`config.mk`:
```
export PLATFORM = sky130hd
export DESIGN_NAME = qslerp_rot_cell
export DESIGN_NICKNAME = d
export VERILOG_FILES = /design/src/rtl/core/qslerp_pkg.sv /design/src/rtl/core/qslerp_rot_cell.sv
export SDC_FILE = /design/constraint.sdc
export NUM_CORES = 1
export LEC_CHECK = 0
export BUFFER_PORTS_ARGS = -buffer_cell sky130_fd_sc_hd__buf_4
export CELL_PAD_IN_SITES_DETAIL_PLACEMENT = 1
export CELL_PAD_IN_SITES_GLOBAL_PLACEMENT = 2
export CORE_UTILIZATION = 34
export CTS_CLUSTER_DIAMETER = 50
export CTS_CLUSTER_SIZE = 8
export DETAILED_ROUTE_END_ITERATION = 10
export PLACE_DENSITY = 0.83
export SLEW_MARGIN = 20
export SYNTH_ARGS = -nofsm -noshare
export SYNTH_HDL_FRONTEND = slang
export SYNTH_SLANG_ARGS = --single-unit
```
`constraint.sdc`:
```
create_clock -name aclk -period 5 [get_ports aclk]
set_input_delay 1.25 -clock aclk [delete_from_list [all_inputs] [get_ports aclk]]
set_output_delay 1.25 -clock aclk [all_outputs]
set_load 0.02 [all_outputs]
```
`src/rtl/core/qslerp_pkg.sv`:
```
// Shared types, constants and pipeline rank numbers for the quaternion slerp core.
// Used by every file under rtl/core except qslerp_checker; depends on nothing.
package qslerp_pkg;

    localparam int CompW = 16;     // quaternion component width
    localparam int TW    = 15;     // blend and threshold width
    localparam int CordN = 30;     // CORDIC steps
    localparam int SqN   = 31;     // square root result bits
    localparam int DivN  = 40;     // quotient bits
    localparam int CorW  = 34;     // CORDIC datapath width
    localparam int SqW   = 64;     // square root remainder width
    localparam int DvW   = 72;     // divider remainder width
    localparam int WW    = 41;     // signed weight width, Q30

    localparam logic [TW-1:0] ThrReset = 15'd1638;
    localparam logic [TW-1:0] OneFb    = 15'd16384;
    localparam logic signed [CorW-1:0] CordK = 34'sh026DD3B6A;

    localparam logic [31:0] ATAN_TAB [CordN] = '{
        32'h3243F6A8, 32'h1DAC6705, 32'h0FADBAFC, 32'h07F56EA6, 32'h03FEAB76,
        32'h01FFD55B, 32'h00FFFAAA, 32'h007FFF55, 32'h003FFFEA, 32'h001FFFFD,
        32'h000FFFFF, 32'h0007FFFF, 32'h0003FFFF, 32'h0001FFFF, 32'h0000FFFF,
        32'h00007FFF, 32'h00003FFF, 32'h00001FFF, 32'h00000FFF, 32'h000007FF,
        32'h000003FF, 32'h000001FF, 32'h000000FF, 32'h0000007F, 32'h0000003F,
        32'h0000001F, 32'h0000000F, 32'h00000008, 32'h00000004, 32'h00000002
    };

    // pipeline ranks, numbered from the input capture
    localparam int R_DOT  = 1;
    localparam int R_SQP  = 2;
    localparam int R_SQ0  = 3;
    localparam int R_SQE  = R_SQ0 + SqN - 1;
    localparam int R_VC0  = R_SQE + 1;
    localparam int R_VCE  = R_VC0 + CordN - 1;
    localparam int R_PHI  = R_VCE + 1;
    localparam int R_RT0  = R_PHI + 1;
    localparam int R_RTE  = R_RT0 + CordN - 1;
    localparam int R_DVP  = R_RTE + 1;
    localparam int R_DV0  = R_DVP + 1;
    localparam int R_DVE  = R_DV0 + DivN - 1;
    localparam int R_WSEL = R_DVE + 1;
    localparam int R_MUL  = R_WSEL + 1;
    localparam int R_OUT  = R_MUL + 1;

    typedef struct packed {
        logic [SqW-1:0] rem;
        logic [SqN-1:0] res;
    } sq_t;

    typedef struct packed {
        logic signed [CorW-1:0] x;
        logic signed [CorW-1:0] y;
        logic signed [CorW-1:0] z;
    } cord_t;

    typedef struct packed {
        logic [DvW-1:0]  rem;
        logic [DivN-1:0] q;
    } dv_t;

    typedef struct packed {
        logic [3:0][CompW-1:0] a;
        logic [3:0][CompW:0]   b;
        logic [TW-1:0]         t;
        logic                  same;
        logic                  sph;
        logic [13:0]           d14;
        logic [SqN-1:0]        s30;
        logic [1:0]            wneg;
    } side_t;

endpackage

```
`src/rtl/core/qslerp_rot_cell.sv`:
```
// One step of the rotation CORDIC that produces the sine of an angle.
// Depends on qslerp_pkg.
module qslerp_rot_cell #(
    parameter int Step = 0
) (
    input  logic              aclk,
    input  logic              adv,
    input  qslerp_pkg::cord_t c_in,
    output qslerp_pkg::cord_t c_out
);

    qslerp_pkg::cord_t c_reg;
    qslerp_pkg::cord_t c_next;
    logic signed [qslerp_pkg::CorW-1:0] dx;
    logic signed [qslerp_pkg::CorW-1:0] dy;
    logic signed [qslerp_pkg::CorW-1:0] ang;

    always_comb begin
        dx  = $signed(c_in.y) >>> Step;
        dy  = $signed(c_in.x) >>> Step;
        ang = $signed({2'b00, qslerp_pkg::ATAN_TAB[Step]});
        if (!c_in.z[qslerp_pkg::CorW-1]) begin
            c_next.x = c_in.x - dx;
            c_next.y = c_in.y + dy;
            c_next.z = c_in.z - ang;
        end else begin
            c_next.x = c_in.x + dx;
            c_next.y = c_in.y - dy;
            c_next.z = c_in.z + ang;
        end
    end

    always_ff @(posedge aclk) begin
        if (adv) begin
            c_reg <= c_next;
        end
    end

    assign c_out = c_reg;

endmodule

```
; ---- Yosys cells after proc, flatten, opt, wreduce, memory -nomap -nowiden
; Cells that the tools add are included.
[op_classes]
add_sub_neg = 5
mux = 1
[ops]
columns = op, count
row1 = 102-bit 2-to-1 mux, 1
row2 = 34-bit subtractor, 2
row3 = "34-bit by 31-bit adder with 34-bit output, second input constant", 1
row4 = 34-bit adder, 1
row5 = "34-bit by 31-bit subtractor with 34-bit output, second input constant", 1
[totals]
regBits = 102
inputBits = 104
output_inout_bits = 102
word_cells = 9

; ---- Depth between registers and ports, before layout
[logic_depth]
ltp_word = 2
mapped_depth = 12
depth_no_buf = 11

; ---- Worst setup path after synthesis
; OpenSTA, ideal clock, no wires.
[synth_path]
path_kind = in2reg
from = input port c_in[33] (netlist name)
to = register c_reg (netlist bit c_out[29]) (data pin)
setup_time_ps = 266
t_arrival_ps = 4223
required_ps = 4734
setup_slack_ps = 511
stages = 12
path_buffers = 2
path_cell_list = clkbuf_1 clkinv_1 buf_2 fa_1 a211oi_2 nor2_1 o31a_1 a211o_1 a311o_1 a21oi_4 nor3_1 or3b_1
[synth_rtl]
columns = item, line
row1 = from (decl), qslerp_rot_cell.sv:8  ; input qslerp_pkg::cord_t c_in,
row2 = to (signal assigned), qslerp_rot_cell.sv:35  ; c_reg <= c_next;
row3 = to (decl), qslerp_rot_cell.sv:12  ; qslerp_pkg::cord_t c_reg;

==> flow_summary.yaml <==
outcome:
  run_status: "finished, final reports clean"
sta:
  rsz0062_at_grt: "no"
  slew_headroom_pct: 43.2
  worstMarginPinSlew_ps: 852
  clock.fmax_mhz: 241
  period_minus_slack_ps: 4150
  setup_viol: 0
  setup_tns_ps: 0
  timing.hold.ws_ps: 1040
  finalMaxSlewViolations: 0
  hold_violations: 0
  finalCritPeriodShare_pct: 83.0
  finalWorstSetupSlack_ps: 852
pwr:
  p_switching_mw: 1.38
  combPwrFrac_pct: 44.3
  switching_share_pct: 39.8
  seqPwrFrac_pct: 33.6
  p_leak_nw: 5.65
  power.internal_mw: 2.09
  peakVddDrop_mv: 0.170
  clkPwrFrac_pct: 22.1
  p_per_area_nw_per_um2: 271
clock_network:
  numCtsBuffers: 9
  cts_setup_buffers: 0
  h-tree-depth: 3
  cts_root_buf: "clkbuf_16"
  clk_pin_slew_ps: 90
  cts_tree: "done"
  cts.path.max_buffers: 2
  hold_buffers: 0
  cts_resized: 0
  clock_sinks: 101
setup_path:
  end_kind: "flip-flop"
  worstPathMaxFanout: 12
  required_ps: 5130
  criticalPathCategory: "input port to flip-flop"
  startpoint_type: "input port"
  cp_data_arrival_time_ps: 4280
cells_and_area:
  nNetsFinal: 1644
  areaGrowthSynthToFinish_pct: 21.9
  stdcell_area_um2: 12800
  largest_reg_flops: 101
  final_layout_size_suffix_gt1_share_pct: 19.2
  n_antenna_cell: 0
synth:
  ys_ff_latch: 101
  synth_top_family_by_area: "compound AO/OA/AOI/OAI gates"
  synth_xor_area_share_pct: 6.91
  yosysWarnings: 0
  synthTopCellsByArea: "edfxtp_1 (29%), ha_1 (15%), a21oi_1 (6.0%), xnor2_1 (5.7%), inv_1 (4.0%)"
  synthTopCellsByCount: "ha_1 (128), a21oi_1 (127), inv_1 (113), edfxtp_1 (101), nor2_1 (99)"
  synth_ff_type: "edfxtp_1"
  synth_edf_count: 101
  yosys.area_share.simple_pct: 14.0
  ys_seq_area_share_pct: 28.8
  syn_avg_cell_area_um2: 8.64
  synth_cell_types: 77
  synth_top_area_cell: "edfxtp_1"
  yosys.area_share.adder_pct: 16.0
  syn_area_um2: 10500
  synth_nets: 1454
  ys_async_sr_fraction_pct: 0
  synth_cells: 1218
  yosysMostFrequentCell: "ha_1"
  muxShareOfSynthArea_pct: 1.71
  synth_compound_area_share_pct: 26.3
  synth_top_cell_area_share_pct: 28.8
grt:
  grt_pass1_wl_um: 56800
  grt_max_degree: 61
  grt_pass1_vias: 10200
  grt_antenna_before_repair: 0
  grt_overflow: 0
  grt.total_usage_pct: 23.4
routing:
  wl_met1_um: 16600
  first_pass_iters: 5
  wl_met2_um: 17300
  via_count: 10100
  top_layer: "met4"
  routedWlPerCell_um: 20.4
  dr_wl_met3_um: 1970
  drtAntennaViolNets: 0
  drc_errors: 0
  drt-initial-drc-count: 634
  wl_um: 36800
  vias_per_cell: 5.57
placed_design:
  io_buffers: 205
  gp_congestion: 0.870
  dp_hpwl_um: 29400
  postPlaceCellArea_um2: 12500
  pre_cts_ws_ps: 465
floorplanning:
  core-area_um2: 30500
  initial_utilization_pct: 34.5
  die_area_um2: 31700
  dieWidth_um: 178
  ios: 206
  row_count: 64
  fp.dieH_um: 178
worst_hold_path:
  hp-class: "input port to flip-flop"
flow_run:
  cap_violations: 0
layout make-up:
| type | count | area, µm² |
|---|---|---|
| tap | 396 | 495 |
| clock inverter | 7 | 78.8 |
| clock buffer | 9 | 225 |
| multi-input combinational | 950 | 6830 |
| sequential | 101 | 3030 |
| inverter | 115 | 432 |
| fill | 3609 | 17700 |
| timing repair buffer | 231 | 1730 |
logic make-up (layout without fill, tap and decap cells):
| logic type | after synthesis | after routing |
|---|---|---|
| AOI/OAI and AO/OA | 417 | 417 |
| xor gates and xnor gates | 83 | 83 |
| adders and majority gates | 132 | 132 |
| buffers and inverters | 167 | 362 |
| DFF | 101 | 101 |
| muxes | 18 | 18 |
| and+or+nand+nor | 300 | 300 |
layout by cell type (no fill, tap or decap), types with 25 or more instances in the layout:
cell type / count
nand3_1: 25
inv_1: 113
xnor2_1: 68
a21oi_1: 127
o21ai_0: 71
nor2_1: 99
nand2_1: 56
edfxtp_1: 101
a21o_1: 38
ha_1: 128
buf_4: 231
layer usage:
metal  vias to the layer above  track usage (%)
li1                       4820                -
met1                      4905             30.7
met2                       298             39.1
met3                        51             2.96
met4                         0             8.19
met5                         -                0
worst paths after layout:
path	startpoint	end	slack, ps	cells after the start
min	c_in[1]	c_out[1]	1040	1
max	c_in[53]	c_out[66]	850	11
power by group through the flow:
stage	sequential, mW	clock [mW]	combinational, mW
final	1.17	0.768	1.54
after global routing	1.18	0.798	1.67
after CTS	1.17	0.781	1.54
after detailed placement	1.19	0	1.53
after global placement	1.19	0	1.51
after floorplan	1.36	0	0.758
critical path: stages:
cell       delay [ps]
buf_4              90
inv_1              40
ha_1              510
inv_1             210
a21oi_1           490
a211oi_1          170
a2111oi_0         710
o31ai_1           120
a211o_1           320
a211oi_1          280
xor2_1             90
through the flow:
step                      power (mW)  cells  util, %
after global routing            3.65   1809     42.0
after CTS                       3.49   1809     42.0
final                           3.48   1809     42.0
after global placement          2.70   1793     41.0
after floorplan                 2.12   1218        -
after detailed placement        2.72   1793     41.0
Power figures use the tool's default switching activity.
