$ cat src/rtl/core/qslerp_pkg.sv
// Shared types, constants and pipeline rank numbers for the quaternion slerp core.
// Used by every file under rtl/core except qslerp_checker; depends on nothing.
package qslerp_pkg;

    localparam int CompW = 16;     // quaternion component width
    localparam int TW    = 15;     // blend and threshold width
    localparam int CordN = 30;     // CORDIC steps
    localparam int SqN   = 31;     // square root result bits
    localparam int DivN  = 40;     // quotient bits
    localparam int CorW  = 34;     // CORDIC datapath width
    localparam int SqW   = 64;     // square root remainder width
    localparam int DvW   = 72;     // divider remainder width
    localparam int WW    = 41;     // signed weight width, Q30

    localparam logic [TW-1:0] ThrReset = 15'd1638;
    localparam logic [TW-1:0] OneFb    = 15'd16384;
    localparam logic signed [CorW-1:0] CordK = 34'sh026DD3B6A;

    localparam logic [31:0] ATAN_TAB [CordN] = '{
        32'h3243F6A8, 32'h1DAC6705, 32'h0FADBAFC, 32'h07F56EA6, 32'h03FEAB76,
        32'h01FFD55B, 32'h00FFFAAA, 32'h007FFF55, 32'h003FFFEA, 32'h001FFFFD,
        32'h000FFFFF, 32'h0007FFFF, 32'h0003FFFF, 32'h0001FFFF, 32'h0000FFFF,
        32'h00007FFF, 32'h00003FFF, 32'h00001FFF, 32'h00000FFF, 32'h000007FF,
        32'h000003FF, 32'h000001FF, 32'h000000FF, 32'h0000007F, 32'h0000003F,
        32'h0000001F, 32'h0000000F, 32'h00000008, 32'h00000004, 32'h00000002
    };

    // pipeline ranks, numbered from the input capture
    localparam int R_DOT  = 1;
    localparam int R_SQP  = 2;
    localparam int R_SQ0  = 3;
    localparam int R_SQE  = R_SQ0 + SqN - 1;
    localparam int R_VC0  = R_SQE + 1;
    localparam int R_VCE  = R_VC0 + CordN - 1;
    localparam int R_PHI  = R_VCE + 1;
    localparam int R_RT0  = R_PHI + 1;
    localparam int R_RTE  = R_RT0 + CordN - 1;
    localparam int R_DVP  = R_RTE + 1;
    localparam int R_DV0  = R_DVP + 1;
    localparam int R_DVE  = R_DV0 + DivN - 1;
    localparam int R_WSEL = R_DVE + 1;
    localparam int R_MUL  = R_WSEL + 1;
    localparam int R_OUT  = R_MUL + 1;

    typedef struct packed {
        logic [SqW-1:0] rem;
        logic [SqN-1:0] res;
    } sq_t;

    typedef struct packed {
        logic signed [CorW-1:0] x;
        logic signed [CorW-1:0] y;
        logic signed [CorW-1:0] z;
    } cord_t;

    typedef struct packed {
        logic [DvW-1:0]  rem;
        logic [DivN-1:0] q;
    } dv_t;

    typedef struct packed {
        logic [3:0][CompW-1:0] a;
        logic [3:0][CompW:0]   b;
        logic [TW-1:0]         t;
        logic                  same;
        logic                  sph;
        logic [13:0]           d14;
        logic [SqN-1:0]        s30;
        logic [1:0]            wneg;
    } side_t;

endpackage

$ cat src/rtl/core/qslerp_div_cell.sv
// One quotient bit of the restoring divider, two lanes sharing one divisor.
// Depends on qslerp_pkg.
module qslerp_div_cell #(
    parameter int BitK = 0
) (
    input  logic                        aclk,
    input  logic                        adv,
    input  logic [qslerp_pkg::SqN-1:0]  den,
    input  qslerp_pkg::dv_t [1:0]       dv_in,
    output qslerp_pkg::dv_t [1:0]       dv_out
);

    qslerp_pkg::dv_t [1:0] dv_reg;
    qslerp_pkg::dv_t [1:0] dv_next;
    logic [qslerp_pkg::DvW-1:0] shd;

    always_comb begin
        shd = {{(qslerp_pkg::DvW - qslerp_pkg::SqN){1'b0}}, den} << BitK;
        for (int l = 0; l < 2; l++) begin
            dv_next[l] = dv_in[l];
            if (dv_in[l].rem >= shd) begin
                dv_next[l].rem = dv_in[l].rem - shd;
                dv_next[l].q   = dv_in[l].q | (40'd1 << BitK);
            end
        end
    end

    always_ff @(posedge aclk) begin
        if (adv) begin
            dv_reg <= dv_next;
        end
    end

    assign dv_out = dv_reg;

endmodule

$ cat config.mk
export PLATFORM = sky130hd
export DESIGN_NAME = qslerp_div_cell
export DESIGN_NICKNAME = d
export VERILOG_FILES = /design/src/rtl/core/qslerp_pkg.sv /design/src/rtl/core/qslerp_div_cell.sv
export SDC_FILE = /design/constraint.sdc
export NUM_CORES = 1
export LEC_CHECK = 0
export BUFFER_PORTS_ARGS = -buffer_cell sky130_fd_sc_hd__buf_2
export CORE_AREA = 2 2 189 191
export CTS_CLUSTER_DIAMETER = 200
export DETAILED_ROUTE_END_ITERATION = 12
export DIE_AREA = 0 0 191 193
export PLACE_DENSITY = 0.67
export SETUP_SLACK_MARGIN = 0.02
export SKIP_LAST_GASP = 1
export SLEW_MARGIN = 20
export SYNTH_ARGS = -nofsm -noshare
export SYNTH_HDL_FRONTEND = slang
export SYNTH_SLANG_ARGS = --single-unit
$ cat constraint.sdc
create_clock -name aclk -period 4.19 [get_ports aclk]
set_input_delay 1.0475 -clock aclk [delete_from_list [all_inputs] [get_ports aclk]]
set_output_delay 1.0475 -clock aclk [all_outputs]
set_load 0.02 [all_outputs]
### Word-level counts from Yosys, hierarchy flattened

Cells that the tools add are included.

* register bits after elaboration: 224
* memory bits (writable): 0
* bits of input ports: 257
* output and inout port bits: 224
* memories kept: 0
* latch bits: 0
* memory bits (read-only): 0

* order comparisons: 2
* divide/modulo/power cells: 0
* reductions and logical operators: 0
* eq/ne operators: 0
* bitwise operators: 0
* multiply operators: 0
* multiplexer cells: 2
* add/sub/neg operators: 2
* shift operators: 0

Operators with widths (number)
* 112-bit 2-to-1 mux: 2
* 72-bit by 31-bit greater-or-equal comparator with 1-bit output: 2
* 72-bit by 31-bit subtractor with 72-bit output: 2

### Longest topological paths before layout

* depth in word-level cells: 2
* mapped depth: 14
* mapped depth without buffers: 11

### Worst setup path before layout

Ideal clock, no wire load.

* kind: input to register
* start point: input port dv_in[40] in the netlist's numbering
* end point: register dv_reg, in the netlist dv_out[91], data pin
* stages: 13
* setup time: 0.266 ns
* slack: 0.177 ns
* arrival time: 3.748 ns
* data required time: 3.924 ns
* buffers on the path: 2
* cell sequence: inv_1 -> ha_1 -> fa_1 -> nand2b_1 -> a211oi_1 -> o31ai_1 -> a2111oi_2 -> or4b_1 -> buf_2 -> or4b_1 -> buf_2 -> nor3_1 -> xor2_1

RTL lines
* start, declared: RTL line qslerp_div_cell.sv:9 `input qslerp_pkg::dv_t [1:0] dv_in,`
* end signal, assigned: RTL line qslerp_div_cell.sv:30 `dv_reg <= dv_next;`
* end, declared: RTL line qslerp_div_cell.sv:13 `qslerp_pkg::dv_t [1:0] dv_reg;`

==> results.toml <==
[logic_synthesis]
post_synth_num_cell_types = 77
synth.yosys.seq_area_share_pct = 50.5
mappedNetlistNets = 1597
synth_enable_flop_cells = 224
synth-async-reset-ratio_pct = 0
netlist_area_mm2 = 0.0133
ys.flop_type = "edfxtp_1"
postSynthRegisterBits = 224
yosysWarnings = 0
instance_count_of_the_mapped_netlist = 1276
syn-mean-instance-area_um2 = 10.4

[placement]
gp_congestion = 0.921
portBuffers = 480
dpl_worst_slack_ns = -0.273
placedCellCount = 2297
dpl.hpwl_mm = 39.3

[layout]
layout-area-overhead-vs-synth_pct = 35.5
layout.cells.most_common_list = "479 x buf_2, 224 x edfxtp_1, 127 x buf_4"
final.fill_count = 3225
final_cells = 2355
largest_register_ff_count = 224
final_common_cell = "buf_2"
drive_gt1_share_pct = 36.2
nNetsFinal = 2187

[global_route]
globalRouteTotalUtil_pct = 24.9
grt_start_max_net_pins = 68
grt-busiest-layer = "met2"
gr-usage-met1_pct = 32.5
grt_first_pass_wirelength_mm = 70.0
grt_util_met3_pct = 4.16
globalRouteMet2Util_pct = 41.7
antenna_found_initial = 9
grt_pass1_vias = 12100
grt_remaining_overflow = 0

[clock_network]
inserted_clock_buffers = 28
postCtsResizedCells = 0
ctsHoldBuffers = 0
tritoncts = "yes"
clk_pin_slew_ns = 0.06
cts_root_buffer = "clkbuf_16"
clkSinkCount = 224
max-clock-path-buffers = 3
cts-htree-levels = 1
cts_setup_buffers = 0

[timing]
setup-violations-final = 0
worst_setup_margin_ns = 0.270
finalHoldViolations = 0
period_minus_slack_ns = 3.92
worst_slew_pin_slew_ns = 0.591
max_clock_freq_mhz = 255
timing.final.crit_share_pct = 93.6
slew_headroom_pct = 60.2
setup_tns_ns = 0
slew_viol_final = 0
rsz0062_at_grt = "false"
timing.hold.ws_ns = 0.672

[worst_setup_path]
critPathKind = "in -> reg"
cp-start-kind = "input port"
worst_setup_path_end_kind = "flop"
timing.critical_path.arrival_ns = 4.21
critical_path_required_ns = 4.48
critical_path_peak_fanout = 6

[worst_hold_path]
source_of_the_worst_hold_timing_path = "dv_in[38]"
holdCritPathClass = "in -> reg"
holdPathEnd = "dv_out[38]"
worst_hold_path.num_cells = 1

[detailed_routing]
detail_route.iter0.violations = 1052
ant_nets = 0
avgViaCountPerCell = 5.34
post_drt_wl_per_cell_um = 20.5
firstDrtPassIters = 5
via_total_after_detailed_routing = 12600
drc = 0
route.final.wire_length_mm = 48.2

[die]
num_io_pins = 481
die-area_mm2 = 0.0369
dieWidth_um = 191
floorplan.rows = 69
coreArea_mm2 = 0.0350
die-height_um = 193
initial_core_util_pct = 38.1

[flow_run]
max_cap_violations = 0

[pwr]
pwr_density_cell_mw_per_mm2 = 381
fin_total_pwr_w = 0.00688
leakage_component_of_the_power_nw = 7.70
vdd.ir_drop.worst_uv = 262

[status]
run_status = "finished clean"
[power breakdown]
part           switching (W)  internal [W]
sequential         0.0000656       0.00276
clock               0.000960       0.00137
combinational        0.00108      0.000643
total                0.00210       0.00477
[stage by stage]
stage / instance area (um2) / util (%)
final: 18000 / 51.6
after CTS: 18000 / 51.6
after global placement: 17100 / 49.0
after detailed placement: 17100 / 49.0
after floorplan: 13300 / -
after global routing: 18000 / 51.6
[cell families after synthesis]
logic type / synth area share [%]
xor gates and xnor gates: 8.62
adders and majority gates: 6.13
and+or+nand+nor: 17.7
buffers and inverters: 3.42
muxes: 0.254
AOI/OAI and AO/OA: 13.4
DFF: 50.5
[final cells by class]
cell class                      count  area [um2]  share of cell area (%)
Antenna cell                        7        17.5                  0.0971
Clock buffer                       32         737                    4.08
Tap cell                          461         577                    3.20
Multi-Input combinational cell    944        6150                    34.1
Inverter                           55         206                    1.14
Clock inverter                     19         145                   0.804
Sequential cell                   224        6730                    37.3
Timing Repair Buffer              613        3490                    19.3
[worst max-delay path by stage]
stage / start / to / slack (ns) / depth (start not counted)
final: den[0] / dv_out[91] / 0.27 / 11
after global routing: den[0] / dv_out[91] / 0.02 / 11
after CTS: den[0] / dv_out[91] / 0.28 / 11
after detailed placement: den[0] / dv_out[91] / -0.27 / 11
after global placement: den[0] / dv_out[91] / -0.30 / 11
after floorplan: dv_in[40] / dv_out[91] / 0.18 / 13
[worst max-delay path, cell delays in order]
cell	delay [ns]
buf_2	0.13
ha_1	0.23
fa_1	0.42
nand2b_1	0.20
a211oi_1	0.33
o31ai_1	0.20
a2111oi_2	0.49
or4b_2	0.25
or4b_1	0.59
nor3_1	0.23
xor2_1	0.09
[metal layers]
metal | wire length, um | share of wire, %
met5 | 27 | 0.056
met4 | 1600 | 3.3
met3 | 3890 | 8.1
met2 | 22900 | 47
met1 | 19800 | 41
[cell usage after synthesis (9+ instances only)]
cell type	count	share of area, %
nand2_1	120	3.4
o21a_1	11	0.62
o21ai_0	80	3.0
a21o_1	20	1.1
clkbuf_1	35	0.99
edfxtp_1	224	51
nor2_1	96	2.7
nand2b_1	9	0.42
o21bai_1	9	0.51
xor2_1	64	4.2
and3_1	12	0.56
or3_1	9	0.42
nor4_1	32	1.5
a21oi_1	100	3.8
or4_1	14	0.79
nand4_1	40	1.9
buf_2	12	0.45
xnor2_1	67	4.4
ha_1	62	5.8
nand3_1	29	1.1
nor3_1	44	1.7
inv_1	55	1.6
No activity file was read; power rests on OpenSTA's default activity.
