$ cat config.mk
export PLATFORM = sky130hd
export DESIGN_NAME = qslerp_sqrt_cell
export DESIGN_NICKNAME = d
export VERILOG_FILES = /design/src/rtl/core/qslerp_pkg.sv /design/src/rtl/core/qslerp_sqrt_cell.sv
export SDC_FILE = /design/constraint.sdc
export NUM_CORES = 1
export LEC_CHECK = 0
export BUFFER_PORTS_ARGS = -buffer_cell sky130_fd_sc_hd__buf_4
export CORE_MARGIN = 5
export CORE_UTILIZATION = 49
export CTS_CLUSTER_DIAMETER = 80
export DETAILED_ROUTE_END_ITERATION = 8
export PLACE_DENSITY = 0.77
export SYNTH_ARGS = -nofsm -noshare
export SYNTH_HDL_FRONTEND = slang
export SYNTH_SLANG_ARGS = --single-unit
$ cat constraint.sdc
create_clock -name aclk -period 5.85 [get_ports aclk]
set_clock_uncertainty 0.05 [all_clocks]
set_input_delay 0 -clock aclk [delete_from_list [all_inputs] [get_ports aclk]]
set_output_delay 0 -clock aclk [all_outputs]
set_load 0.01 [all_outputs]
$ cat src/rtl/core/qslerp_pkg.sv
// Shared types, constants and pipeline rank numbers for the quaternion slerp core.
// Used by every file under rtl/core except qslerp_checker; depends on nothing.
package qslerp_pkg;

    localparam int CompW = 16;     // quaternion component width
    localparam int TW    = 15;     // blend and threshold width
    localparam int CordN = 30;     // CORDIC steps
    localparam int SqN   = 31;     // square root result bits
    localparam int DivN  = 40;     // quotient bits
    localparam int CorW  = 34;     // CORDIC datapath width
    localparam int SqW   = 64;     // square root remainder width
    localparam int DvW   = 72;     // divider remainder width
    localparam int WW    = 41;     // signed weight width, Q30

    localparam logic [TW-1:0] ThrReset = 15'd1638;
    localparam logic [TW-1:0] OneFb    = 15'd16384;
    localparam logic signed [CorW-1:0] CordK = 34'sh026DD3B6A;

    localparam logic [31:0] ATAN_TAB [CordN] = '{
        32'h3243F6A8, 32'h1DAC6705, 32'h0FADBAFC, 32'h07F56EA6, 32'h03FEAB76,
        32'h01FFD55B, 32'h00FFFAAA, 32'h007FFF55, 32'h003FFFEA, 32'h001FFFFD,
        32'h000FFFFF, 32'h0007FFFF, 32'h0003FFFF, 32'h0001FFFF, 32'h0000FFFF,
        32'h00007FFF, 32'h00003FFF, 32'h00001FFF, 32'h00000FFF, 32'h000007FF,
        32'h000003FF, 32'h000001FF, 32'h000000FF, 32'h0000007F, 32'h0000003F,
        32'h0000001F, 32'h0000000F, 32'h00000008, 32'h00000004, 32'h00000002
    };

    // pipeline ranks, numbered from the input capture
    localparam int R_DOT  = 1;
    localparam int R_SQP  = 2;
    localparam int R_SQ0  = 3;
    localparam int R_SQE  = R_SQ0 + SqN - 1;
    localparam int R_VC0  = R_SQE + 1;
    localparam int R_VCE  = R_VC0 + CordN - 1;
    localparam int R_PHI  = R_VCE + 1;
    localparam int R_RT0  = R_PHI + 1;
    localparam int R_RTE  = R_RT0 + CordN - 1;
    localparam int R_DVP  = R_RTE + 1;
    localparam int R_DV0  = R_DVP + 1;
    localparam int R_DVE  = R_DV0 + DivN - 1;
    localparam int R_WSEL = R_DVE + 1;
    localparam int R_MUL  = R_WSEL + 1;
    localparam int R_OUT  = R_MUL + 1;

    typedef struct packed {
        logic [SqW-1:0] rem;
        logic [SqN-1:0] res;
    } sq_t;

    typedef struct packed {
        logic signed [CorW-1:0] x;
        logic signed [CorW-1:0] y;
        logic signed [CorW-1:0] z;
    } cord_t;

    typedef struct packed {
        logic [DvW-1:0]  rem;
        logic [DivN-1:0] q;
    } dv_t;

    typedef struct packed {
        logic [3:0][CompW-1:0] a;
        logic [3:0][CompW:0]   b;
        logic [TW-1:0]         t;
        logic                  same;
        logic                  sph;
        logic [13:0]           d14;
        logic [SqN-1:0]        s30;
        logic [1:0]            wneg;
    } side_t;

endpackage

$ cat src/rtl/core/qslerp_sqrt_cell.sv
// One bit of the pipelined integer square root: trial-subtract and shift.
// Depends on qslerp_pkg.
module qslerp_sqrt_cell #(
    parameter int BitK = 0
) (
    input  logic             aclk,
    input  logic             adv,
    input  qslerp_pkg::sq_t  sq_in,
    output qslerp_pkg::sq_t  sq_out
);

    qslerp_pkg::sq_t q_reg;
    qslerp_pkg::sq_t q_next;
    logic [qslerp_pkg::SqW-1:0] trial;

    always_comb begin
        trial = ({{(qslerp_pkg::SqW - qslerp_pkg::SqN){1'b0}}, sq_in.res} << (BitK + 1))
              + (64'd1 << (2 * BitK));
        q_next = sq_in;
        if (sq_in.rem >= trial) begin
            q_next.rem = sq_in.rem - trial;
            q_next.res = sq_in.res | (31'd1 << BitK);
        end
    end

    always_ff @(posedge aclk) begin
        if (adv) begin
            q_reg <= q_next;
        end
    end

    assign sq_out = q_reg;

endmodule

; Word-level counts from Yosys, hierarchy flattened
; Cells that the tools add are included.
[classes]
muxes = 1
n_addsub = 2
magnitude_cmp = 1
[op_table]
columns = cell, n
row1 = 95-bit 2-to-1 mux, 1
row2 = 64-bit by 33-bit >= comparator with 1-bit output, 1
row3 = 64-bit by 33-bit subtractor with 64-bit output, 1
row4 = 32-bit by 1-bit adder with 33-bit output (second input constant), 1
[totals]
in_bits = 97
word_cells = 7
register_bits = 95

; Longest topological paths before layout
[logic_depth]
word_depth = 3
ltp_mapped = 14
depth_no_buf = 11

; Least setup slack after synthesis
; Ideal clock, no wire load.
[synth_timing]
path_type = input -> register
startpoint = input sq_in[23] (netlist name)
endpoint = register q_reg, in the netlist sq_out[32], data pin
t_required_ns = 5.538
arrival_ns = 2.296
stages = 12
slack_ns = 3.242
cell_sequence = inv_1 > ha_1 > buf_4 > nand2_2 > or4_4 > nor3_1 > o211ai_1 > a21oi_2 > nor2_2 > buf_6 > buf_12 > mux2_1
[synth_lines]
columns = item, line_no
row1 = from (decl), qslerp_sqrt_cell.sv:8  ; input qslerp_pkg::sq_t sq_in,
row2 = to (signal assigned), qslerp_sqrt_cell.sv:28  ; q_reg <= q_next;
row3 = to (decl), qslerp_sqrt_cell.sv:12  ; qslerp_pkg::sq_t q_reg;

==> summary.md <==
| Metric | Value |
|---|---|
| Largest net degree at the start of global routing | `63` |
| Vias in the first global route | `5926` |
| Wire per inst | `18.1 µm` |
| Critical Path Fanout Max | `10` |
| Rel. slew slack | `0.549` |
| Adder-cell share of the synthesized area | `0.0672` |
| Syn Area/Cell | `10.2 µm²` |
| Finish-stage setup viols | `0` |
| Simple-gate share of the synthesized area | `0.184` |
| Top Layer Used | `met4` |
| Area grow syn2layout | `45.4%` |
| Sw Pwr | `0.575 mW` |
| Largest family of logic cells by synthesized area | `simple AND/OR/NAND/NOR gates` |
| Gate power share | `0.280` |
| Dominant synthesized flop cell | `edfxtp_1` |
| Routed Antenna Nets | `0` |
| Commonest non-fill, non-tap cell in the layout | `buf_4` |
| Worst min-delay path class | `input pin to flop` |
| Status | `finished, final reports clean` |
| Tightest Pin Transition | `676 ps` |
| Starting density of the core | `0.498` |
| Synthesized Nets | `741` |
| Endpoints failing hold | `0` |
| CP Class | `input pin to flop` |
| RD Place Congestion | `0.874` |
| Gr ovfl total | `0` |
| DRC | `0` |
| Synthesized area | `6250 µm²` |
| Fin crit share | `0.665` |
| Post-synth cell types | `67` |
| Max Cap Violations | `0` |
| Layout Nets | `1021` |
| Sequential-to-total area share from yosys stat | `0.456` |
| Maximum VDD drop | `0.172 mV` |
| Met1 WL | `8130 µm` |
| Clock-pin slew of the registers on the worst-case setup and hold paths | `70 ps` |
| Wire length on met3 | `1420 µm` |
| Clock group share of total power | `0.310` |
| Slack of the critical path | `1960 ps` |
| Post-synthesis mux area share | `0.00700` |
| Post-layout util | `0.724` |
| CP Capture Type | `flop` |
| FP Rows | `41` |
| Cts bufs inserted | `9` |
| Chip height | `123 µm` |
| Total routed wirelength | `19400 µm` |
| I/O pins | `192` |
| Startpoint types | `input pin` |
| Compound-gate portion of the synthesized area | `0.151` |
| Ant diodes | `0` |
| Fraction of registers with async set/reset | `0` |
| Post-Syn Instances | `611` |
| Yosys top cell by area | `edfxtp_1` |
| Total number of vias | `5936` |
| EDFF count, synth | `95` |
| Pins over their slew limit | `0` |
| Clk sinks | `95` |
| Sw Share | `0.271` |
| Synthesized flop and latch total | `95` |
| Die width | `123 µm` |
| Max reg flops | `95` |
| Number of fill cells | `853` |
| Hold_sp | `adv` |
| WL met2 | `9440 µm` |
| Initial DRC Count | `371` |
| Commonest non-fill, non-tap cells in the layout | `buf_4, dlygate4sd3_1, edfxtp_1` |
| Seq pwr share | `0.409` |
| Post-Synth XOR/XNOR Area | `0.0868` |
| Final min period | `3890 ps` |
| Post-synth top area share | `0.456` |
| Die ar. | `15100 µm²` |
| # port buffers | `191` |
| YS warnings | `0` |
| Max Freq | `257 MHz` |
| Share of cells above drive strength 1 | `0.283` |
| H-tree lvl count | `3` |
| Core ar. | `12600 µm²` |
| Root Buffer | `clkbuf_16` |
| Pleak | `3.72 nW` |
| CTS tree | `yes` |
| Worst Path Arrival | `3940 ps` |
| Initial DRT Pass Iterations | `5` |
| Max Root-Sink Buffers | `2` |
| Pre-CTS setup slack | `2280 ps` |
| Hpwl dp | `13600 µm` |
| Global-route wire length before repair | `30400 µm` |
| PD cells | `233 nW/µm²` |
| Critical path origin | `sq_in[62]` |
| RSZ-0062 raised after global routing | `no` |
| Largest cells by area after synthesis | `edfxtp_1, ha_1, xor2_1, nand2_1, a21oi_1` |
| Post-CTS setup buffers | `0` |
| Initial antenna violation count | `0` |
| Pint | `1.54 mW` |
| Total track usage | `0.256` |
| Critical Path RT | `5910 ps` |
| Setup_tns | `0 ps` |
| Vias per inst | `5.56` |
## path summary, 6_finish.rpt
check	end	cells past startpoint
worst max-delay path	sq_out[71]$_DFFE_PP_	12
worst min-delay path	sq_out[69]$_DFFE_PP_	1
## cells in the mapped netlist, types with 3 or more instances
cell	count
a211oi_1	5
a21o_1	4
a21oi_1	43
a31oi_1	3
and2_1	3
buf_2	4
buf_6	4
clkbuf_1	11
edfxtp_1	95
ha_1	32
inv_1	41
mux2_1	3
nand2_1	72
nand2b_1	5
nand3_1	10
nand4_1	12
nor2_1	27
nor2b_1	3
nor3_1	13
nor3_2	10
nor4_1	7
nor4_2	9
o2111ai_1	3
o211ai_1	5
o21ai_0	24
o21ai_1	16
o21ai_2	10
o21bai_1	7
o31ai_1	4
or2_2	5
or3_1	10
or4_1	5
or4_4	3
xnor2_1	24
xor2_1	38
## worst max-delay path, cell delays in order
cell           delay [ps]
dlygate4sd3_1         550
buf_4                 140
ha_1                  470
nand4_1               300
or4_1                 620
nor4_2                220
nor4_2                 90
nor2b_1               160
or3b_1                510
nor4_2                220
xor2_1                100
dlygate4sd3_1         560
## stage by stage
step / hold WS (ps) / power (mW) / cell area (µm²) / std cells
finish: 122 / 2.12 / 9090 / 1067
global route: 154 / 2.21 / 9090 / 1067
CTS: 120 / 2.12 / 9090 / 1067
detailed placement: 140 / 1.41 / 7780 / 954
global placement: 140 / 1.40 / 7780 / 954
floorplan: 48.9 / 1.15 / 6250 / 611
## repair_timing
item | CTS | global route
resized for setup | 0 | 0
hold buffers | 98 | 0
hold endpoints to repair | 95 | 0
## cells by family (layout without fill, tap and decap cells)
| group | count (synthesis) | count (layout) |
|---|---|---|
| simple gates | 206 | 206 |
| compound gates | 147 | 147 |
| flops | 95 | 95 |
| buf+inv | 64 | 348 |
| xor+xnor | 62 | 62 |
| fa+ha+maj | 33 | 33 |
| mux | 4 | 4 |
## power by group through the flow
| stage | sequential (mW) | combinational, mW | clock [mW] |
|---|---|---|---|
| 2_1_floorplan | 0.918 | 0.234 | 0 |
| 3_3_place_gp | 0.879 | 0.521 | 0 |
| 3_5_place_dp | 0.880 | 0.528 | 0 |
| 4_1_cts | 0.867 | 0.585 | 0.665 |
| 5_1_grt | 0.874 | 0.640 | 0.695 |
| 6_report | 0.867 | 0.594 | 0.658 |
## routing by layer
metal / vias to the layer above / track usage
met5: - / 0
met4: 0 / 0.0879
met3: 32 / 0.0499
met2: 271 / 0.433
met1: 2821 / 0.330
li1: 2812 / -
## cell type report
class                           count  area [µm²]  share of cell area
Timing Repair Buffer              292        2440               0.268
Clock buffer                       11         233              0.0256
Sequential cell                    95        2850               0.314
Multi-Input combinational cell    452        3110               0.342
Tap cell                          172         215              0.0237
Inverter                           41         154              0.0169
Clock inverter                      4        95.1              0.0105
No activity file was read; power rests on OpenSTA's default activity.
