===== src/rtl/core/qslerp_pkg.sv =====
// Shared types, constants and pipeline rank numbers for the quaternion slerp core.
// Used by every file under rtl/core except qslerp_checker; depends on nothing.
package qslerp_pkg;

    localparam int CompW = 16;     // quaternion component width
    localparam int TW    = 15;     // blend and threshold width
    localparam int CordN = 30;     // CORDIC steps
    localparam int SqN   = 31;     // square root result bits
    localparam int DivN  = 40;     // quotient bits
    localparam int CorW  = 34;     // CORDIC datapath width
    localparam int SqW   = 64;     // square root remainder width
    localparam int DvW   = 72;     // divider remainder width
    localparam int WW    = 41;     // signed weight width, Q30

    localparam logic [TW-1:0] ThrReset = 15'd1638;
    localparam logic [TW-1:0] OneFb    = 15'd16384;
    localparam logic signed [CorW-1:0] CordK = 34'sh026DD3B6A;

    localparam logic [31:0] ATAN_TAB [CordN] = '{
        32'h3243F6A8, 32'h1DAC6705, 32'h0FADBAFC, 32'h07F56EA6, 32'h03FEAB76,
        32'h01FFD55B, 32'h00FFFAAA, 32'h007FFF55, 32'h003FFFEA, 32'h001FFFFD,
        32'h000FFFFF, 32'h0007FFFF, 32'h0003FFFF, 32'h0001FFFF, 32'h0000FFFF,
        32'h00007FFF, 32'h00003FFF, 32'h00001FFF, 32'h00000FFF, 32'h000007FF,
        32'h000003FF, 32'h000001FF, 32'h000000FF, 32'h0000007F, 32'h0000003F,
        32'h0000001F, 32'h0000000F, 32'h00000008, 32'h00000004, 32'h00000002
    };

    // pipeline ranks, numbered from the input capture
    localparam int R_DOT  = 1;
    localparam int R_SQP  = 2;
    localparam int R_SQ0  = 3;
    localparam int R_SQE  = R_SQ0 + SqN - 1;
    localparam int R_VC0  = R_SQE + 1;
    localparam int R_VCE  = R_VC0 + CordN - 1;
    localparam int R_PHI  = R_VCE + 1;
    localparam int R_RT0  = R_PHI + 1;
    localparam int R_RTE  = R_RT0 + CordN - 1;
    localparam int R_DVP  = R_RTE + 1;
    localparam int R_DV0  = R_DVP + 1;
    localparam int R_DVE  = R_DV0 + DivN - 1;
    localparam int R_WSEL = R_DVE + 1;
    localparam int R_MUL  = R_WSEL + 1;
    localparam int R_OUT  = R_MUL + 1;

    typedef struct packed {
        logic [SqW-1:0] rem;
        logic [SqN-1:0] res;
    } sq_t;

    typedef struct packed {
        logic signed [CorW-1:0] x;
        logic signed [CorW-1:0] y;
        logic signed [CorW-1:0] z;
    } cord_t;

    typedef struct packed {
        logic [DvW-1:0]  rem;
        logic [DivN-1:0] q;
    } dv_t;

    typedef struct packed {
        logic [3:0][CompW-1:0] a;
        logic [3:0][CompW:0]   b;
        logic [TW-1:0]         t;
        logic                  same;
        logic                  sph;
        logic [13:0]           d14;
        logic [SqN-1:0]        s30;
        logic [1:0]            wneg;
    } side_t;

endpackage


===== src/rtl/core/qslerp_vec_cell.sv =====
// One step of the vectoring CORDIC that turns (cos, sin) into an angle.
// Depends on qslerp_pkg.
module qslerp_vec_cell #(
    parameter int Step = 0
) (
    input  logic              aclk,
    input  logic              adv,
    input  qslerp_pkg::cord_t c_in,
    output qslerp_pkg::cord_t c_out
);

    qslerp_pkg::cord_t c_reg;
    qslerp_pkg::cord_t c_next;
    logic signed [qslerp_pkg::CorW-1:0] dx;
    logic signed [qslerp_pkg::CorW-1:0] dy;
    logic signed [qslerp_pkg::CorW-1:0] ang;

    always_comb begin
        dx  = $signed(c_in.y) >>> Step;
        dy  = $signed(c_in.x) >>> Step;
        ang = $signed({2'b00, qslerp_pkg::ATAN_TAB[Step]});
        if (!c_in.y[qslerp_pkg::CorW-1]) begin
            c_next.x = c_in.x + dx;
            c_next.y = c_in.y - dy;
            c_next.z = c_in.z + ang;
        end else begin
            c_next.x = c_in.x - dx;
            c_next.y = c_in.y + dy;
            c_next.z = c_in.z - ang;
        end
    end

    always_ff @(posedge aclk) begin
        if (adv) begin
            c_reg <= c_next;
        end
    end

    assign c_out = c_reg;

endmodule


===== config.mk =====
export PLATFORM = sky130hd
export DESIGN_NAME = qslerp_vec_cell
export DESIGN_NICKNAME = d
export VERILOG_FILES = /design/src/rtl/core/qslerp_pkg.sv /design/src/rtl/core/qslerp_vec_cell.sv
export SDC_FILE = /design/constraint.sdc
export NUM_CORES = 1
export LEC_CHECK = 0
export ABC_AREA = 0
export CAP_MARGIN = 15
export CORE_MARGIN = 5
export CORE_UTILIZATION = 35
export CTS_CLUSTER_DIAMETER = 30
export DETAILED_ROUTE_END_ITERATION = 6
export DONT_BUFFER_PORTS = 1
export HOLD_SLACK_MARGIN = 0.05
export PLACE_DENSITY = 0.5
export SETUP_SLACK_MARGIN = 0.02
export SLEW_MARGIN = 20
export SYNTH_ARGS = -nofsm -noshare
export SYNTH_HDL_FRONTEND = slang
export SYNTH_SLANG_ARGS = --single-unit

===== constraint.sdc =====
create_clock -name aclk -period 4.65 [get_ports aclk]
set_clock_uncertainty 0.2 [all_clocks]
set_input_delay 0.465 -clock aclk [delete_from_list [all_inputs] [get_ports aclk]]
set_output_delay 0.465 -clock aclk [all_outputs]
set_load 0.01 [all_outputs]

Word level (Yosys, flattened, before mapping)
Cells that the tools add are included.

Flip-flop bits (word level): 102. Latch bits: 0. Bits in writable memories: 0. Memory bits (read-only): 0. Logic and storage cells: 9. Memories kept: 0.

Add/sub/neg operators: 5. $mul: 0. Divide/modulo/power cells: 0. $lt $le $gt $ge: 0. Eq/ne operators: 0. Shift operators: 0. Mux-type cells: 1. Bitwise operators: 0. Reductions and logical operators: 0.

Operators with widths (number): 102-bit 2-to-1 mux (1); 34-bit subtractor (2); 34-bit by 31-bit adder with 34-bit output, second input constant (1); 34-bit adder (1); 34-bit by 31-bit subtractor with 34-bit output, second input constant (1).

Longest topological paths before layout
Gate-level depths: netlist of run 1.

Depth in word-level cells: 2. Depth in mapped cells: 15. Depth with buffers taken out: 14.

Least setup slack after synthesis of run 1
OpenSTA, ideal clock, no wires.

Kind: input port to flip-flop. Start: input port c_in[67] (netlist bit). End: register c_reg, in the netlist c_out[32], data pin. Setup time: 264 ps. Data arrival time: 3654 ps. Required time: 4186 ps. Setup slack: 532 ps. Cell stages on the path: 15. Buffers on the path: 2. Path through: inv_1 clkbuf_1 clkbuf_1 ha_1 a21oi_1 o221ai_1 a21o_1 a21o_1 a221oi_1 nor3_1 a21oi_1 o21a_1 nand2_1 a221oi_1 xnor2_1.

RTL lines: from (decl) (RTL line qslerp_vec_cell.sv:8) `input qslerp_pkg::cord_t c_in,`; to (signal assigned) (RTL line qslerp_vec_cell.sv:35) `c_reg <= c_next;`; to (decl) (RTL line qslerp_vec_cell.sv:12) `qslerp_pkg::cord_t c_reg;`.

==> out/metrics.csv, run 1 <==
metric,value,unit
dp_cells,1474,
worstSetupPathType,primary input to register,
io_buffers,0,
syn_inst,1132,
rsz0062_at_grt,no,
crit_required,4.55,ns
critPathLaunchType,primary input,
antenna_found_initial,0,
relSlewSlack,61.99,%
fin_crit_sh,83.18,%
cts_max_path_buffers,2,
drt_drc_violations_left,0,
cts_resized,0,
setup_violations,0,
critPathMaxFanout,11,
drt_pass1_iterations,5,
seq_area_frac_synth,30.64,%
grt_pass1_wl,45650,µm
drv_slew,0,
cts.sinks,101,
avgSynthCellArea,8.743,µm²
power.density,293.3,nW/µm²
fp.dieW,178.2,µm
htreeDepth,3,
grt_overflow,0,
fmax,258.6,MHz
synth_cell_types,68,
vias,8164,
hold_class,primary input to register,
die_y,178.2,µm
clock-root-buffer,clkbuf_16,
area_delta_synth_final,7.092,%
worstMarginPinSlew,0.5690,ns
routed_wl,29480,µm
wl_per_cell,19.73,µm
n_fill_cell,2851,
cts_setup_buffers,0,
synth_edf_count,101,
rows,61,
critPathMaxStageDelay,0.56,ns
drive_above_1_share,3.943,%
grt_max_degree,93,
ys.flop_type,edfxtp_1,
maxCapViolCount,0,
diodes,0,
instances_no_fill,1494,
cts_made_buffers,9,
netlist_area,9897,µm²
crit_path_end_kind,register,
fin_crit,3.868,ns
layout.cells.most_common_list,"134 x a21oi_1, 129 x ha_1, 102 x inv_1",
cts_tree,yes,
dieArea,31740,µm²
viasPerCell,5.465,
track_usage,18.17,%
cp_cell_sequence,inv_1 > ha_1 > nand4_1 > or4_1 > a21oi_2 > nor4b_2 > o41ai_2 > a31o_2 > a41o_1 > a21o_2 > a2111oi_2 > a211oi_2 > xor2_1,
irDropWorstVdd,0.1599,mV
ys_async_sr_fraction,0,%
setup_tns,0,ns
first_global_vias,8072,
whs,0.1118,ns
synth_seq_cells,101,
cp_slowest_cell,o41ai_2,
start_util,35.53,%
core,27860,µm²
clk_pin_slew_worst_paths,0.07,ns
crit_arrival,3.77,ns
io_pins,206,
p_leak,4.458,nW
fin_nets,1349,
ant_nets,0,
first_iter_violations,692,
hold_viol,0,
largest_register_ffs,101,
yosys_warnings,0,
outcome,finished clean,
syn_nets,1369,
hpwl,22880,µm
finalWeightedCongestion,0.8929,
final_common_cell,a21oi_1,
## Yosys cell counts, types with 3 or more instances
cell type	instances	share of area [%]
fa_1	4	0.81
buf_1	7	0.27
nand4_1	8	0.51
a211o_1	4	0.35
and3_1	6	0.38
buf_2	11	0.56
clkbuf_1	27	1.0
or4_1	4	0.30
edfxtp_1	101	31
o21a_1	12	0.91
nand2b_1	14	0.88
nand3_1	13	0.66
nor2_1	91	3.5
a31oi_1	10	0.63
nand2_1	49	1.9
a21boi_0	3	0.23
nand3b_1	5	0.38
o21bai_1	21	1.6
mux2i_1	16	1.6
or3_1	4	0.25
nor2b_1	13	0.82
o221ai_1	6	0.53
nor3_1	38	1.9
nor4_1	10	0.63
o21ai_0	78	3.9
a211oi_1	15	1.1
xor2_1	18	1.6
a21oi_1	134	6.8
ha_1	129	16
nor3b_1	3	0.23
a21o_1	39	3.0
o31a_1	3	0.27
inv_1	103	3.9
o31ai_1	9	0.68
xnor2_1	74	6.5
a221oi_1	7	0.62
## kinds of logic after synthesis
| family | after synthesis | synth area share, % |
|---|---|---|
| AO/OA/AOI/OAI | 371 | 23.53 |
| AND/OR/NAND/NOR | 265 | 12.86 |
| buffers and inverters | 154 | 6.094 |
| adder cells (fa/ha/maj) | 133 | 17.12 |
| flip-flops | 101 | 30.64 |
| XOR/XNOR | 92 | 8.142 |
| multiplexers | 16 | 1.618 |
## routing by layer
metal / routed length (µm) / GRT usage (%) / vias up
li1: - / - / 4010
met1: 13230 / 23.46 / 3848
met2: 13770 / 30.60 / 276
met3: 1987 / 4.811 / 30
met4: 490 / 3.899 / 0
met5: 0 / 0 / -
## critical path: cells and delay by family
| family | cells | cell delay [ns] |
|---|---|---|
| adders and majority gates | 1 | 0.54 |
| buffers and inverters | 1 | 0.02 |
| and+or+nand+nor | 3 | 0.92 |
| xor gates and xnor gates | 1 | 0.08 |
| AOI/OAI and AO/OA | 7 | 1.72 |
## cell type report
type | instances | area [µm²] | share of cell area, %
Inverter | 106 | 397.9 | 3.754
Sequential cell | 101 | 3033 | 28.62
Clock buffer | 10 | 229.0 | 2.160
Tap cell | 378 | 473.0 | 4.462
Clock inverter | 5 | 37.54 | 0.3541
Timing Repair Buffer | 17 | 167.7 | 1.582
Multi-Input combinational cell | 877 | 6261 | 59.07
## path summary, 6_finish.rpt
kind | slack [ns] | cells after the start | from | endpoint
max | 0.78 | 13 | c_in[41] | c_out[65]
min | 0.11 | 1 | c_in[3] | c_out[3]
## power breakdown
part / internal [mW] / switching (mW) / leakage (nW) / total (mW)
sequential: 1.22 / 0.148 / 0.989 / 1.36
combinational: 0.402 / 0.604 / 3.34 / 1.01
clock: 0.364 / 0.375 / 0.125 / 0.739
total: 1.98 / 1.13 / 4.46 / 3.11
## through the flow
step	setup slack, ns	cell area [µm²]	utilization (%)	power, mW
final	0.7823	10600	38.05	3.109
after global routing	0.6196	10600	38.05	3.303
after CTS	0.7842	10600	38.05	3.143
after detailed placement	0.4439	10250	36.81	2.365
after global placement	0.5633	10250	36.81	2.370
after floorplan	0.5321	9897	-	2.102
## repair_timing
action / in CTS / in global routing
endpoints found under the setup margin: 0 / 0
hold buffers: 5 / 0
endpoints found under the hold margin: 84 / 0
Power figures use the tool's default switching activity.
==> run 2, diff against run 1 <==
- PLACE_DENSITY: 0.5 -> 0.52
- clock period: 4.65 -> 3.5 ns (I/O delays scaled with it)
==> run 2 against run 1 <==
  * Core utilization increased by 3.7 points
  * Combinational power up 52%
  * Clock-buffer cell count shrank 1
  * Flip-flop and latch count is the same
  * Power rose by 44%
  * Global-route usage up 0.39 points
  * Via count increased by 6.0%
  * Worst hold slack lost 0.029 ns
  * Critical path type unchanged
  * Cell count is 8.5% higher
==> out/metrics.csv, run 2 (synthesis results as in run 1) <==
metric,value,unit,change
cts_max_path_buffers,2,,unchanged
ant_nets,0,,unchanged
setup_violations,0,,unchanged
grt_max_degree,102,,+9.7%
drv_slew,0,,unchanged
maxCapViolCount,0,,unchanged
core,27860,µm²,unchanged
placed_cell_area,11170,µm²,+8.9%
largest_register_ffs,101,,unchanged
rows,61,,unchanged
finalWeightedCongestion,0.8911,,-0.20%
track_usage,18.55,%,+0.39 points
crit_arrival,3.24,ns,-0.53 ns
grt_overflow,0,,unchanged
crit_start,c_in[42],,
irDropWorstVdd,0.1909,mV,+19%
fp.dieW,178.2,µm,unchanged
vias,8651,,+6.0%
first_global_vias,8633,,+6.9%
instances_no_fill,1621,,+8.5%
cts.sinks,101,,unchanged
clk_pin_slew_worst_paths,0.08,ns,about the same
io_buffers,0,,unchanged
first_iter_violations,620,,-10%
routed_wl,30210,µm,+2.5%
hold_viol,0,,unchanged
relSlewSlack,62.34,%,+0.35 points
io_pins,206,,unchanged
fin_nets,1475,,+9.3%
whs,0.08318,ns,-0.02866 ns
critPathLaunchType,primary input,,
outcome,finished clean,,
crit_path_end,c_out[65],,
clock-root-buffer,clkbuf_16,,
fin_crit_sh,95.50,%,
cts_tree,yes,,
htreeDepth,3,,unchanged
rsz0062_at_grt,no,,
drive_above_1_share,13.68,%,+9.7 points
cp_cell_sequence,inv_1 > ha_1 > a21o_1 > a211oi_1 > nor2_1 > nor4b_4 > o41ai_2 > buf_4 > a31o_2 > a41o_1 > a21o_2 > a2111oi_4 > a211oi_2 > xor2_1,,
drt_pass1_iterations,6,,+1
antenna_found_initial,0,,unchanged
fmax,299.2,MHz,
cts_made_buffers,9,,unchanged
viasPerCell,5.337,,-2.3%
crit_path_end_kind,register,,
hpwl,23880,µm,+4.4%
final_common_cell,buf_4,,
dp_cells,1596,,+8.3%
stdcell_area,11630,µm²,+9.8%
grt_pass1_wl,46470,µm,+1.8%
dieArea,31740,µm²,unchanged
n_fill_cell,2768,,-2.9%
diodes,0,,unchanged
critPathMaxStageDelay,0.36,ns,-0.20 ns
critPathMaxFanout,3,,-8
worstMarginPinSlew,0.5637,ns,-0.005257 ns
layout.cells.most_common_list,"135 x buf_4, 133 x a21oi_1, 129 x ha_1",,
start_util,35.53,%,unchanged
setup_tns,0,ns,unchanged
fin_crit,3.343,ns,
area_delta_synth_final,17.53,%,
power.density,385.7,nW/µm²,+31%
p_leak,5.106,nW,+15%
wl_per_cell,18.64,µm,-5.5%
die_y,178.2,µm,unchanged
drt_drc_violations_left,0,,unchanged
worstSetupPathType,primary input to register,,
hold_class,primary input to register,,
cp_slowest_cell,a2111oi_4,,
crit_required,3.39,ns,-1.16 ns
==> run 2: cell types whose count changed in the layout (fill, tap and decap cells not counted), sizes merged <==
cell	previous run	this run
buf	14	136
dlygate4sd3	3	7
bufinv	0	2
clkinvlp	2	0
clkbuf	10	9
clkinv	4	5
inv	105	106
==> run 2: through the flow <==
step	utilization (%)	power [mW]	worst slack, ns
6_report	41.76	4.486	0.1573
5_1_grt	41.76	4.756	0.02611
4_1_cts	41.57	4.525	0.06904
3_5_place_dp	40.10	3.326	-0.2915
3_3_place_gp	40.10	3.327	-0.2393
2_1_floorplan	-	2.794	0.05109
==> run 2: worst min-delay path by stage <==
stage / start / slack, ns / cells after the start / endpoint
global placement: c_in[2] / 0.25 / 0 / c_out[2]
floorplan: c_in[0] / 0.25 / 0 / c_out[0]
global route: c_in[68] / 0.08 / 2 / c_out[34]
detailed placement: c_in[2] / 0.25 / 0 / c_out[2]
CTS: c_in[67] / 0.06 / 1 / c_out[54]
finish: c_in[68] / 0.08 / 2 / c_out[34]
==> run 2: layout make-up <==
class	instances	area, µm²	share of cell area (%)
Multi-Input combinational cell	877	6295	54.11
Sequential cell	101	3033	26.07
Timing Repair Buffer	143	1111	9.552
Tap cell	378	473.0	4.066
Inverter	106	397.9	3.420
Clock buffer	9	225.2	1.936
Clock inverter	7	97.59	0.8390
==> run 2: critical path, delay by kind of cell <==
kind,cells,cell delay (ns)
simple gates,2,0.48
buf+inv,2,0.18
compound gates,8,1.75
fa+ha+maj,1,0.31
xor+xnor,1,0.14
==> run 2: metal layers <==
layer  track usage (%)  wire length [µm]
met4             4.125               410
met3             4.345              2291
met2             32.15             14330
met5                 0                 0
met1             23.50             13180
==> run 2: power breakdown <==
group          switching (mW)  internal, mW  leakage [nW]  total (mW)
registers               0.197          1.62         0.989        1.81
clock network           0.501         0.634         0.159        1.13
logic                   0.846         0.693          3.96        1.54
==> run 2: repair_timing <==
item | 4_1_cts | 5_1_grt
buffers inserted | 0 | 1
setup endpoints to repair | 0 | 10
hold endpoints to repair | 108 | 1
hold buffers | 7 | 1
resized for setup | 0 | 12
